<file path="src/psd_pkg.sv">
// ----------------------------------------------------------------------------
// psd_pkg
// shared types, constants and register map of the pointer shake detector
// ----------------------------------------------------------------------------
package psd_pkg;

  // moving window of position deltas
  localparam int WINDOW_DEPTH = 8;
  localparam int HEAD_W       = $clog2(WINDOW_DEPTH);
  localparam int DELTA_W      = 17;
  localparam int SUM_W        = DELTA_W + $clog2(WINDOW_DEPTH);
  localparam int PROD_W       = 2 * SUM_W;
  localparam int DOT_W        = PROD_W + 1;

  // queue between front and back
  localparam int QUEUE_DEPTH  = 2;
  localparam int QPTR_W       = $clog2(QUEUE_DEPTH);
  localparam int QCNT_W       = $clog2(QUEUE_DEPTH + 1);

  // configuration port
  localparam int ADDR_W       = 5;
  localparam int DATA_W       = 32;
  localparam int REG_IDX_W    = 3;

  localparam logic [REG_IDX_W-1:0] REG_VIEW_LEFT       = 3'd0;
  localparam logic [REG_IDX_W-1:0] REG_VIEW_TOP        = 3'd1;
  localparam logic [REG_IDX_W-1:0] REG_VIEW_RIGHT      = 3'd2;
  localparam logic [REG_IDX_W-1:0] REG_VIEW_BOTTOM     = 3'd3;
  localparam logic [REG_IDX_W-1:0] REG_COUNT_THRESHOLD = 3'd4;
  localparam logic [REG_IDX_W-1:0] REG_TIME_WINDOW     = 3'd5;

  localparam logic [7:0]  COUNT_MAX = 8'hFF;

  typedef struct packed {
    logic        cmd;
    logic [15:0] pos_x;
    logic [15:0] pos_y;
  } psd_in_t;

  typedef struct packed {
    logic       uturn;
    logic       shake;
    logic [7:0] shake_count;
  } psd_out_t;

  typedef struct packed {
    logic [15:0] view_left;
    logic [15:0] view_top;
    logic [15:0] view_right;
    logic [15:0] view_bottom;
    logic [7:0]  count_threshold;
    logic [15:0] time_window;
  } psd_cfg_t;

  // item kinds after classification
  typedef enum logic [1:0] {
    OP_MOVE,
    OP_TICK,
    OP_SKIP
  } psd_op_t;

  typedef struct packed {
    psd_op_t     op;
    logic [15:0] pos_x;
    logic [15:0] pos_y;
  } psd_qitem_t;

  // queue status seen by the two sides
  typedef struct packed {
    logic full;
    logic valid;
  } psd_qstat_t;

endpackage

</file>
<file path="src/psd_front.sv">
// ----------------------------------------------------------------------------
// psd_front
// accepts input items and classifies them as tick, move inside view or skip
// ----------------------------------------------------------------------------
module psd_front import psd_pkg::*; (
  input  logic       clk,
  input  logic       rst,
  input  psd_cfg_t   cfg,
  input  logic       in_valid,
  output logic       in_stall,
  input  psd_in_t    in_data,
  input  psd_qstat_t qstat,
  output logic       push,
  output psd_qitem_t push_item
);

  logic in_view;

  always_comb begin
    in_view = ($signed(in_data.pos_x) >= $signed(cfg.view_left))  &&
              ($signed(in_data.pos_x) <= $signed(cfg.view_right)) &&
              ($signed(in_data.pos_y) >= $signed(cfg.view_top))   &&
              ($signed(in_data.pos_y) <= $signed(cfg.view_bottom));
  end

  always_comb begin
    in_stall        = qstat.full;
    push            = in_valid && !qstat.full;
    push_item.pos_x = in_data.pos_x;
    push_item.pos_y = in_data.pos_y;
    if (in_data.cmd) begin
      push_item.op = OP_TICK;
    end else if (in_view) begin
      push_item.op = OP_MOVE;
    end else begin
      push_item.op = OP_SKIP;
    end
  end

  // a push never meets a full queue
  a_no_push_full: assert property (@(posedge clk) disable iff (rst)
    push |-> !qstat.full)
    else $error("push into full queue");

  // a tick is always classified as such
  a_tick_class: assert property (@(posedge clk) disable iff (rst)
    (in_valid && in_data.cmd) |-> (push_item.op == OP_TICK))
    else $error("tick misclassified");

  // a move outside the view is skipped
  a_skip_class: assert property (@(posedge clk) disable iff (rst)
    (in_valid && !in_data.cmd && !in_view) |-> (push_item.op == OP_SKIP))
    else $error("outside move not skipped");

endmodule

</file>
<file path="src/psd_queue.sv">
// ----------------------------------------------------------------------------
// psd_queue
// short register queue between front and back
// ----------------------------------------------------------------------------
module psd_queue import psd_pkg::*; (
  input  logic       clk,
  input  logic       rst,
  input  logic       push,
  input  psd_qitem_t push_item,
  input  logic       pop,
  output psd_qitem_t head_item,
  output psd_qstat_t qstat
);

  psd_qitem_t          entries [QUEUE_DEPTH];
  logic [QPTR_W-1:0]   wr_ptr;
  logic [QPTR_W-1:0]   rd_ptr;
  logic [QCNT_W-1:0]   count;

  function automatic logic [QPTR_W-1:0] ptr_inc(input logic [QPTR_W-1:0] p);
    if (p == QPTR_W'(QUEUE_DEPTH - 1)) begin
      return '0;
    end
    return p + QPTR_W'(1);
  endfunction

  always_ff @(posedge clk) begin
    if (rst) begin
      wr_ptr <= '0;
      rd_ptr <= '0;
      count  <= '0;
    end else begin
      if (push) begin
        wr_ptr <= ptr_inc(wr_ptr);
      end
      if (pop) begin
        rd_ptr <= ptr_inc(rd_ptr);
      end
      if (push && !pop) begin
        count <= count + QCNT_W'(1);
      end else if (pop && !push) begin
        count <= count - QCNT_W'(1);
      end
    end
  end

  always_ff @(posedge clk) begin
    if (push) begin
      entries[wr_ptr] <= push_item;
    end
  end

  always_comb begin
    head_item   = entries[rd_ptr];
    qstat.full  = (count == QCNT_W'(QUEUE_DEPTH));
    qstat.valid = (count != '0);
  end

  a_no_pop_empty: assert property (@(posedge clk) disable iff (rst)
    pop |-> qstat.valid)
    else $error("pop from empty queue");

  a_count_range: assert property (@(posedge clk) disable iff (rst)
    count <= QCNT_W'(QUEUE_DEPTH))
    else $error("queue count out of range");

  a_count_track: assert property (@(posedge clk) disable iff (rst)
    (push && !pop) |=> (count == $past(count) + QCNT_W'(1)))
    else $error("queue count lost a push");

endmodule

</file>
<file path="src/psd_back.sv">
// ----------------------------------------------------------------------------
// psd_back
// carries out classified items: window update, u-turn test, timer, result
// ----------------------------------------------------------------------------
module psd_back import psd_pkg::*; (
  input  logic       clk,
  input  logic       rst,
  input  psd_cfg_t   cfg,
  input  psd_qstat_t qstat,
  input  psd_qitem_t head_item,
  output logic       pop,
  output logic       out_valid,
  input  logic       out_stall,
  output psd_out_t   out_data
);

  logic signed [DELTA_W-1:0] win_x [WINDOW_DEPTH];
  logic signed [DELTA_W-1:0] win_y [WINDOW_DEPTH];
  logic [HEAD_W-1:0]         head;
  logic signed [SUM_W-1:0]   sum_x;
  logic signed [SUM_W-1:0]   sum_y;
  logic signed [SUM_W-1:0]   prev_sum_x;
  logic signed [SUM_W-1:0]   prev_sum_y;
  logic signed [15:0]        last_x;
  logic signed [15:0]        last_y;
  logic [7:0]                uturn_count;
  logic [15:0]               window_timer;
  logic                      timer_running;

  logic signed [DELTA_W-1:0] dx;
  logic signed [DELTA_W-1:0] dy;
  logic signed [SUM_W-1:0]   sum_x_next;
  logic signed [SUM_W-1:0]   sum_y_next;
  logic signed [PROD_W-1:0]  prod_x;
  logic signed [PROD_W-1:0]  prod_y;
  logic signed [DOT_W-1:0]   dot;
  logic                      is_uturn;
  logic [7:0]                count_inc;
  logic [7:0]                uturn_count_next;
  logic [15:0]               window_timer_next;
  logic                      timer_running_next;
  logic [HEAD_W-1:0]         head_next;
  logic                      do_move;
  psd_out_t                  result;

  assign pop     = qstat.valid && (!out_valid || !out_stall);
  assign do_move = pop && (head_item.op == OP_MOVE);

  always_comb begin
    dx = DELTA_W'($signed(head_item.pos_x)) - DELTA_W'(last_x);
    dy = DELTA_W'($signed(head_item.pos_y)) - DELTA_W'(last_y);
    sum_x_next = sum_x - SUM_W'(win_x[head]) + SUM_W'(dx);
    sum_y_next = sum_y - SUM_W'(win_y[head]) + SUM_W'(dy);
    prod_x = PROD_W'(sum_x_next) * PROD_W'(prev_sum_x);
    prod_y = PROD_W'(sum_y_next) * PROD_W'(prev_sum_y);
    dot    = DOT_W'(prod_x) + DOT_W'(prod_y);
    if (head == HEAD_W'(WINDOW_DEPTH - 1)) begin
      head_next = '0;
    end else begin
      head_next = head + HEAD_W'(1);
    end
    count_inc = (uturn_count == COUNT_MAX) ? uturn_count : uturn_count + 8'd1;
  end

  always_comb begin
    is_uturn           = 1'b0;
    uturn_count_next   = uturn_count;
    window_timer_next  = window_timer;
    timer_running_next = timer_running;
    result.uturn       = 1'b0;
    result.shake       = 1'b0;
    case (head_item.op)
      OP_TICK: begin
        if (timer_running) begin
          if (window_timer <= 16'd1) begin
            window_timer_next  = '0;
            timer_running_next = 1'b0;
            uturn_count_next   = '0;
          end else begin
            window_timer_next = window_timer - 16'd1;
          end
        end
      end
      OP_MOVE: begin
        is_uturn = dot[DOT_W-1];
        if (is_uturn) begin
          if (uturn_count == '0) begin
            window_timer_next  = cfg.time_window;
            timer_running_next = 1'b1;
          end
          uturn_count_next = count_inc;
          result.uturn     = 1'b1;
          result.shake     = (count_inc >= cfg.count_threshold);
        end
      end
      default: begin
      end
    endcase
    result.shake_count = uturn_count_next;
  end

  always_ff @(posedge clk) begin
    if (rst) begin
      for (int i = 0; i < WINDOW_DEPTH; i++) begin
        win_x[i] <= '0;
        win_y[i] <= '0;
      end
      head          <= '0;
      sum_x         <= '0;
      sum_y         <= '0;
      prev_sum_x    <= '0;
      prev_sum_y    <= '0;
      last_x        <= '0;
      last_y        <= '0;
      uturn_count   <= '0;
      window_timer  <= '0;
      timer_running <= 1'b0;
    end else if (pop) begin
      uturn_count   <= uturn_count_next;
      window_timer  <= window_timer_next;
      timer_running <= timer_running_next;
      if (do_move) begin
        win_x[head] <= dx;
        win_y[head] <= dy;
        head        <= head_next;
        sum_x       <= sum_x_next;
        sum_y       <= sum_y_next;
        prev_sum_x  <= sum_x_next;
        prev_sum_y  <= sum_y_next;
        last_x      <= $signed(head_item.pos_x);
        last_y      <= $signed(head_item.pos_y);
      end
    end
  end

  // output register
  always_ff @(posedge clk) begin
    if (rst) begin
      out_valid <= 1'b0;
    end else if (pop) begin
      out_valid <= 1'b1;
    end else if (!out_stall) begin
      out_valid <= 1'b0;
    end
  end

  always_ff @(posedge clk) begin
    if (pop) begin
      out_data <= result;
    end
  end

  a_count_timer: assert property (@(posedge clk) disable iff (rst)
    (uturn_count != '0) |-> timer_running)
    else $error("count held with timer stopped");

  a_shake_uturn: assert property (@(posedge clk) disable iff (rst)
    out_valid |-> (!out_data.shake || out_data.uturn))
    else $error("shake without u-turn");

  a_sum_prev: assert property (@(posedge clk) disable iff (rst)
    (sum_x == prev_sum_x) && (sum_y == prev_sum_y))
    else $error("window sum and previous sum diverged");

endmodule

</file>
<file path="src/pointer_shake_detector_core.sv">
// ----------------------------------------------------------------------------
// pointer_shake_detector_core
// pointer shake detector with register port, front classifier and back unit
// ----------------------------------------------------------------------------
// the block takes one item per clock while the input does not stall and
// returns one result per item, in order. an accepted item sits in a two-item
// queue, is carried out by the back unit when it is popped and lands in the
// output register, which holds the result until the output side takes it.
// while the output side holds off, two more items fill the queue and then the
// input stalls. the sustained rate of one item per cycle while the output
// side does not stall is set by the back unit, which updates the delta
// window, both running sums and the dot-product u-turn test at each pop.
// moves outside the inclusive view rectangle return a result with uturn and
// shake low and leave all state alone; ticks only run the countdown that
// clears the u-turn count. registers sit at byte address 4*i and must be
// written only while the block is idle.
module pointer_shake_detector_core import psd_pkg::*; (
  input  logic              clk,
  input  logic              rst,
  // register port
  input  logic              psel,
  input  logic              penable,
  input  logic              pwrite,
  input  logic [ADDR_W-1:0] paddr,
  input  logic [DATA_W-1:0] pwdata,
  output logic [DATA_W-1:0] prdata,
  output logic              pready,
  // input items
  input  logic              in_valid,
  output logic              in_stall,
  input  psd_in_t           in_data,
  // result items
  output logic              out_valid,
  input  logic              out_stall,
  output psd_out_t          out_data
);

  psd_cfg_t             cfg;
  logic [REG_IDX_W-1:0] reg_idx;
  logic                 wr_en;
  logic                 push;
  logic                 pop;
  psd_qitem_t           push_item;
  psd_qitem_t           head_item;
  psd_qstat_t           qstat;

  // register file, word addressed
  assign pready  = 1'b1;
  assign reg_idx = paddr[ADDR_W-1:2];
  assign wr_en   = psel && penable && pwrite;

  always_ff @(posedge clk) begin
    if (rst) begin
      cfg.view_left       <= 16'd0;
      cfg.view_top        <= 16'd0;
      cfg.view_right      <= 16'd32767;
      cfg.view_bottom     <= 16'd32767;
      cfg.count_threshold <= 8'd4;
      cfg.time_window     <= 16'd1000;
    end else if (wr_en) begin
      case (reg_idx)
        REG_VIEW_LEFT:       cfg.view_left       <= pwdata[15:0];
        REG_VIEW_TOP:        cfg.view_top        <= pwdata[15:0];
        REG_VIEW_RIGHT:      cfg.view_right      <= pwdata[15:0];
        REG_VIEW_BOTTOM:     cfg.view_bottom     <= pwdata[15:0];
        REG_COUNT_THRESHOLD: cfg.count_threshold <= pwdata[7:0];
        REG_TIME_WINDOW:     cfg.time_window     <= pwdata[15:0];
        default: begin
        end
      endcase
    end
  end

  // read back, view edges sign extended
  always_comb begin
    case (reg_idx)
      REG_VIEW_LEFT:       prdata = DATA_W'($signed(cfg.view_left));
      REG_VIEW_TOP:        prdata = DATA_W'($signed(cfg.view_top));
      REG_VIEW_RIGHT:      prdata = DATA_W'($signed(cfg.view_right));
      REG_VIEW_BOTTOM:     prdata = DATA_W'($signed(cfg.view_bottom));
      REG_COUNT_THRESHOLD: prdata = DATA_W'(cfg.count_threshold);
      REG_TIME_WINDOW:     prdata = DATA_W'(cfg.time_window);
      default:             prdata = '0;
    endcase
  end

  // front: accept and classify
  psd_front u_front (
    .clk       (clk),
    .rst       (rst),
    .cfg       (cfg),
    .in_valid  (in_valid),
    .in_stall  (in_stall),
    .in_data   (in_data),
    .qstat     (qstat),
    .push      (push),
    .push_item (push_item)
  );

  // queue decouples the two halves
  psd_queue u_queue (
    .clk       (clk),
    .rst       (rst),
    .push      (push),
    .push_item (push_item),
    .pop       (pop),
    .head_item (head_item),
    .qstat     (qstat)
  );

  // back: state update and result register
  psd_back u_back (
    .clk       (clk),
    .rst       (rst),
    .cfg       (cfg),
    .qstat     (qstat),
    .head_item (head_item),
    .pop       (pop),
    .out_valid (out_valid),
    .out_stall (out_stall),
    .out_data  (out_data)
  );

endmodule

</file>
<file path="config.mk">
export PLATFORM = sky130hd
export DESIGN_NAME = pointer_shake_detector_core
export DESIGN_NICKNAME = d
export VERILOG_FILES = /design/src/psd_pkg.sv /design/src/psd_front.sv /design/src/psd_queue.sv /design/src/psd_back.sv /design/src/pointer_shake_detector_core.sv
export SDC_FILE = /design/constraint.sdc
export NUM_CORES = 2
export LEC_CHECK = 0
export BUFFER_PORTS_ARGS = -buffer_cell sky130_fd_sc_hd__buf_2
export CAP_MARGIN = 20
export CORE_ASPECT_RATIO = 1.4
export CORE_MARGIN = 1
export CORE_UTILIZATION = 40
export DETAILED_ROUTE_END_ITERATION = 8
export PLACE_DENSITY = 0.6
export REMOVE_ABC_BUFFERS = 1
export SYNTH_ARGS = -nofsm -noshare
export SYNTH_HDL_FRONTEND = slang
export SYNTH_SLANG_ARGS = --single-unit
</file>
<file path="constraint.sdc">
create_clock -name clk -period 41.8 [get_ports clk]
set_input_delay 8.36 -clock clk [delete_from_list [all_inputs] [get_ports clk]]
set_output_delay 8.36 -clock clk [all_outputs]
set_load 0.1 [all_outputs]
</file>
# Word-level counts from Yosys, hierarchy flattened

Memories as Yosys holds them, arrays and structs flattened. A register that Yosys moved wholly into a read port is not among the register bits.
Index checks and enable logic that the tools add are counted.

Memory bits (writable): 340
Bits of input ports: 77
Memories: 3
Register bits after elaboration: 203
ROM bits: 0
Output and inout bits: 45
Bits in latches: 0

Memories:

| memory          | depth | bits a word | rd ports | clocked after memory_dff | write ports | RTL line        | RTL |
|---|---|---|---|---|---|---|---|
| u_back.win_x    | 8     | 17          | 1        | 1                        | 8           | psd_back.sv:17  | `logic signed [DELTA_W-1:0] win_x [WINDOW_DEPTH];` |
| u_back.win_y    | 8     | 17          | 1        | 1                        | 8           | psd_back.sv:18  | `logic signed [DELTA_W-1:0] win_y [WINDOW_DEPTH];` |
| u_queue.entries | 2     | 34          | 1        | 1                        | 1           | psd_queue.sv:15 | `psd_qitem_t entries [QUEUE_DEPTH];` |

Shift-type cells: 0
Reductions and logical operators: 34
Muxes and demuxes: 54
$add $sub $neg: 14
$lt $le $gt $ge: 6
Multipliers: 2
Div/mod/pow operators: 0
Eq/ne operators: 13
Bitwise logic cells: 0

Operators with widths:

| cell                                                             | number |
|---|---|
| case mux 32 bit (6 select lines)                                 | 1 |
| multiplier 20 x 20 -> 40 bit                                     | 2 |
| 2-to-1 mux 16 bit                                                | 4 |
| adder 40 x 40 -> 41 bit                                          | 1 |
| adder 20 x 17 -> 20 bit                                          | 2 |
| subtractor 20 x 17 -> 20 bit                                     | 2 |
| 2-to-1 mux 17 bit                                                | 2 |
| OR reduction 17 bit                                              | 2 |
| subtractor 16 x 16 -> 17 bit                                     | 2 |
| greater-or-equal comparator 16 bit                               | 2 |
| less-or-equal comparator 16 bit                                  | 2 |
| 2-to-1 mux 8 bit                                                 | 4 |
| case mux 16 bit (2 select lines)                                 | 1 |
| 2-to-1 mux 1 bit                                                 | 28 |
| 2-to-1 mux 3 bit                                                 | 7 |
| less-or-equal comparator 16 x 1 -> 1 bit (second input constant) | 1 |
| case mux 8 bit (2 select lines)                                  | 1 |
| AND reduction 2 bit                                              | 8 |
| subtractor 16 x 1 -> 16 bit (second input constant)              | 1 |
| logical AND 1 bit                                                | 10 |
| 2-to-1 mux 2 bit                                                 | 5 |
| equality test 3 bit (second input constant)                      | 3 |
| adder 8 x 1 -> 8 bit (second input constant)                     | 1 |
| equality test 8 bit (second input constant)                      | 1 |
| other kinds (20)                                                 | 30 |

# Longest topological paths before layout

Word-level depth: 10
Mapped depth: 55

# By module

Synthesis repeated with hierarchy kept, for this count alone.

Cells, all modules: 5920
Area total of the unflattened synthesis: 59128.0 µm²

Modules (own cells, without submodules):

| module                      | cells each | area an instance (µm²) | times used |
|---|---|---|---|
| psd_back                    | 5048       | 50138.1                | 1 |
| pointer_shake_detector_core | 475        | 4380.5                 | 1 |
| psd_queue                   | 128        | 2662.6                 | 1 |
| psd_front                   | 269        | 1946.9                 | 1 |

# Worst setup path after synthesis

Ideal clock, no wire load.

Kind: in2out
Start: input port paddr[2]
End: output port prdata[1]
Stages on the path: 5
Setup slack: 21753 ps
Path buffers: 3
Arrival: 11687 ps
Path through: buf_1 clkbuf_1 clkbuf_1 a22oi_1 o21ai_0

Longest elaborated chain between the ends: 2

RTL lines:

| item                                              | RTL line                          | RTL |
|---|---|---|
| from (decl)                                       | pointer_shake_detector_core.sv:24 | `input logic [ADDR_W-1:0] paddr,` |
| equality test 3 bit, or another cell as far along | pointer_shake_detector_core.sv:76 | `case (reg_idx)` |
| case mux 32 bit (6 select lines) (*)              | pointer_shake_detector_core.sv:76 |  |
| to (decl)                                         | pointer_shake_detector_core.sv:26 | `output logic [DATA_W-1:0] prdata,` |

Every way passes the cells marked *; elsewhere a longest branch is shown, timed or not.

# Worst setup path in the final report

Start: input port paddr[3]
End: output port prdata[15]

Same word-level chain as after synthesis.

==> impl_summary.txt <==
----------------------------------------------------
[CTS]
  Count of hold buffers inserted by post-cts repair ... 0
  Clock Tree Buf Depth ... 3
  Latest clock arrival within the worst-skew pair ... 0.64 ns
  Sink count of the clock tree ... 547
  CTS tree ... built
  Number of instances resized during post-cts repair ... 0
  H-tree level count ... 2
  TritonCTS buffer count ... 51
  Clock transition at the register clock pins on the worst setup and hold paths after CTS ... 0.06 ns
  Post CTS Setup Buffer Count ... 0
  CTS Root Cell ... sky130_fd_sc_hd__clkbuf_16

[Timing]
  Slew at the pin with the worst max-slew slack ... 1.15 ns
  Slew Limit Headroom ... 0.229
  Finish-stage setup viols ... 0
  Final worst-path cycle share ... 0.458
  Sum of negative setup slack ... 0 ns
  Clock skew ... 0.0335 ns
  Period minus WS final ... 19.14 ns
  Final hold viol count ... 0
  Max Clock Freq ... 0.0523 GHz
  Slew Limit Fails ... 0
  Unrepaired setup endpoints after global routing ... false

[Final layout]
  Layout Utilization ... 0.434
  Area added between synthesis and finish ... 7.71%
  Share of post-route cells with drive strength above 1 ... 0.0793
  Layout net count ... 7,185

[Worst setup path]
  Data required, critical path ... 33.44 ns
  Slowest CP cell ... sky130_fd_sc_hd__nor2b_1
  Data arrival time at the worst-slack endpoint ... 10.78 ns
  CP Capture Type ... output pin
  Class of the most critical setup path ... in -> out
  List of cells traversed by the critical path ... buf_2, mux4_2, nor2b_1, a21o_1, buf_2
  Most common cell type on the critical path ... sky130_fd_sc_hd__buf_2
  Worst setup SP type ... input pin
  Maximum fanout along the worst path ... 37
  CP max stage delay ... 0.83 ns

[Run status]
  Result of the run ... finished, final reports clean

[Detailed routing]
  Iteration-0 DRC Markers ... 2,126
  Post-route DRC violation count ... 0
  Detailed-route wire length ... 151,000 um
  Count of antenna-violating nets left after detailed routing ... 0
  Average via count per standard cell ... 5.16
  Number of vias after detailed routing ... 40,000
  Post-DR wirelength/cell ... 19.5 um
  Number of detailed-route iterations in the first pass ... 9

[Global routing]
  Maximum number of pins on one net before global-route repair ... 138
  GR peak layer ... met2
  GRT Overall Usage ... 0.210
  First-pass GRT wire length ... 239,000 um
  Overflow after GRT ... 0
  Global-route track usage on met1 ... 0.222
  Number of antenna violations at the first check in global routing ... 10
  GR Layer Usage met3 ... 0.0167
  Vias in the first global route ... 43,500
  Global Route met2 Usage ... 0.416

[Yosys]
  Count of cell types in the netlist ... 72
  Number of enable-type register cells in the synthesized netlist ... 350
  Sequential element share of the synthesized area ... 0.248
  Cells taking the most area after synthesis ... sky130_fd_sc_hd__fa_1 33%, sky130_fd_sc_hd__edfxtp_1 18%, sky130_fd_sc_hd__ha_1 7.6%
  Number of synthesized register bits ... 547
  Leading register cell type out of synthesis ... sky130_fd_sc_hd__edfxtp_1
  Most frequent cells after synthesis ... 1,130 x sky130_fd_sc_hd__inv_1, 955 x sky130_fd_sc_hd__fa_1, 774 x sky130_fd_sc_hd__nand2_1
  Top-area cell type share of the netlist area ... 0.328
  Yosys top cell by area ... sky130_fd_sc_hd__fa_1
  Cell area after technology mapping ... 58,300 um2
  Gate count of the mapped netlist ... 5,841
  Synth async-reset ratio ... 0
  Average instance area after synthesis ... 9.98 um2
  Synth warnings ... 0
  Most frequent cell after synthesis ... sky130_fd_sc_hd__inv_1

[Place]
  Detailed placer's ending HPWL ... 117,000 um
  GPL Wtd Cong ... 0.886
  Port Buf Inserts ... 102

[Floorplan]
  Core region area ... 145,000 um2
  Die ar. ... 147,000 um2
  Starting utilization of the core area ... 0.403
  # IOs ... 122
  Die H ... 454 um
  Site row count ... 165
  Die X-Extent ... 325 um

[Run]
  Max-cap violations ... 0

[Hold path]
  Path category of the worst min-delay check ... reg -> reg

----------------------------------------------------
==> sequential cells by signal, summed over array words and instances, names as in the netlist, 8 cells and up, named ones only <==
name	count
u_back.win_x	136
u_back.win_y	136
cfg	88
u_queue.entries	68
u_back.sum_x	20
u_back.sum_y	20
u_back.last_x	16
u_back.last_y	16
u_back.window_timer	16
u_back.out_data	10
u_back.uturn_count	8
==> routing by layer <==
layer	up-vias	part of all wire
li1	18100	-
met1	20700	0.36
met2	951	0.56
met3	347	0.034
met4	10	0.051
met5	-	0.00038
==> cell usage in the layout (no fill, tap or decap), drive strengths merged, types with 16 or more instances in the layout <==
cell,netlist,final
inv,1131,1138
fa,955,955
nand2,774,774
nor2,415,415
ha,355,355
edfxtp,350,350
and2,313,313
buf,27,214
a21oi,200,200
dfxtp,197,197
o21ai,79,79
mux4,77,77
clkbuf,283,62
xnor2,58,58
nor3,54,54
mux2i,54,54
nand2b,42,42
mux2,37,37
nor2b,37,37
nand3,36,36
xor2,36,36
a211o,35,35
a21o,31,31
nand4,25,25
a211oi,24,24
or3,21,21
o21a,20,20
clkinv,0,17
a31oi,16,16
and3,16,16
==> worst paths after layout <==
| check | slack [ns] | start | endpoint | cells past startpoint |
|---|---|---|---|---|
| hold reg to reg | 0.45 | u_back.last_y[11] | u_back.last_y[11] | 2 |
| hold / removal | 0.45 | u_back.last_y[11] | u_back.last_y[11] | 2 |
| setup reg to reg | 25.45 | flip-flop | u_back.out_data[7] | 45 |
| setup / recovery | 22.66 | paddr[3] | prdata[15] | 5 |
==> cell families (layout without fill, tap and decap cells) <==
family	Yosys count	count (layout)	share of synthesized area
AND/OR/NAND/NOR	1780	1780	0.139
buffers and inverters	1441	1441	0.0940
adder cells (fa/ha/maj)	1310	1310	0.404
flip-flops	547	547	0.248
AO/OA/AOI/OAI	500	500	0.0541
multiplexers	168	168	0.0462
XOR/XNOR	94	94	0.0141
other	1	6	0.0000644
==> through the flow <==
step,hold WS (ns),instances,cell area (um2),setup WS (ns)
after global placement,0.441,7662,61000,22.70
after detailed placement,0.447,7662,61000,22.69
final,0.453,7766,62800,22.66
after CTS,0.456,7758,62700,22.67
after global routing,0.464,7763,62800,22.52
after floorplan,0.430,5531,57000,3.21
==> worst max-delay path, delay by kind of cell <==
family          cells  cell delay [ns]
simple gates        1             0.83
buf+inv             2             1.07
compound gates      1             0.15
mux                 1             0.34
==> final cells by class <==
type | instances | area, um2
multi-input cells | 3853 | 38500
clock inverters | 34 | 375
repair buffers | 214 | 1380
flip-flops and latches | 547 | 14500
inverters | 1131 | 4250
fillers | 14000 | 81800
clock buffers | 62 | 1340
well taps | 1920 | 2400
diodes | 5 | 12.5
Power is left out: the tool's default activity adds up to more than one toggle a clock period on the data nets, which glitch-free logic cannot reach.
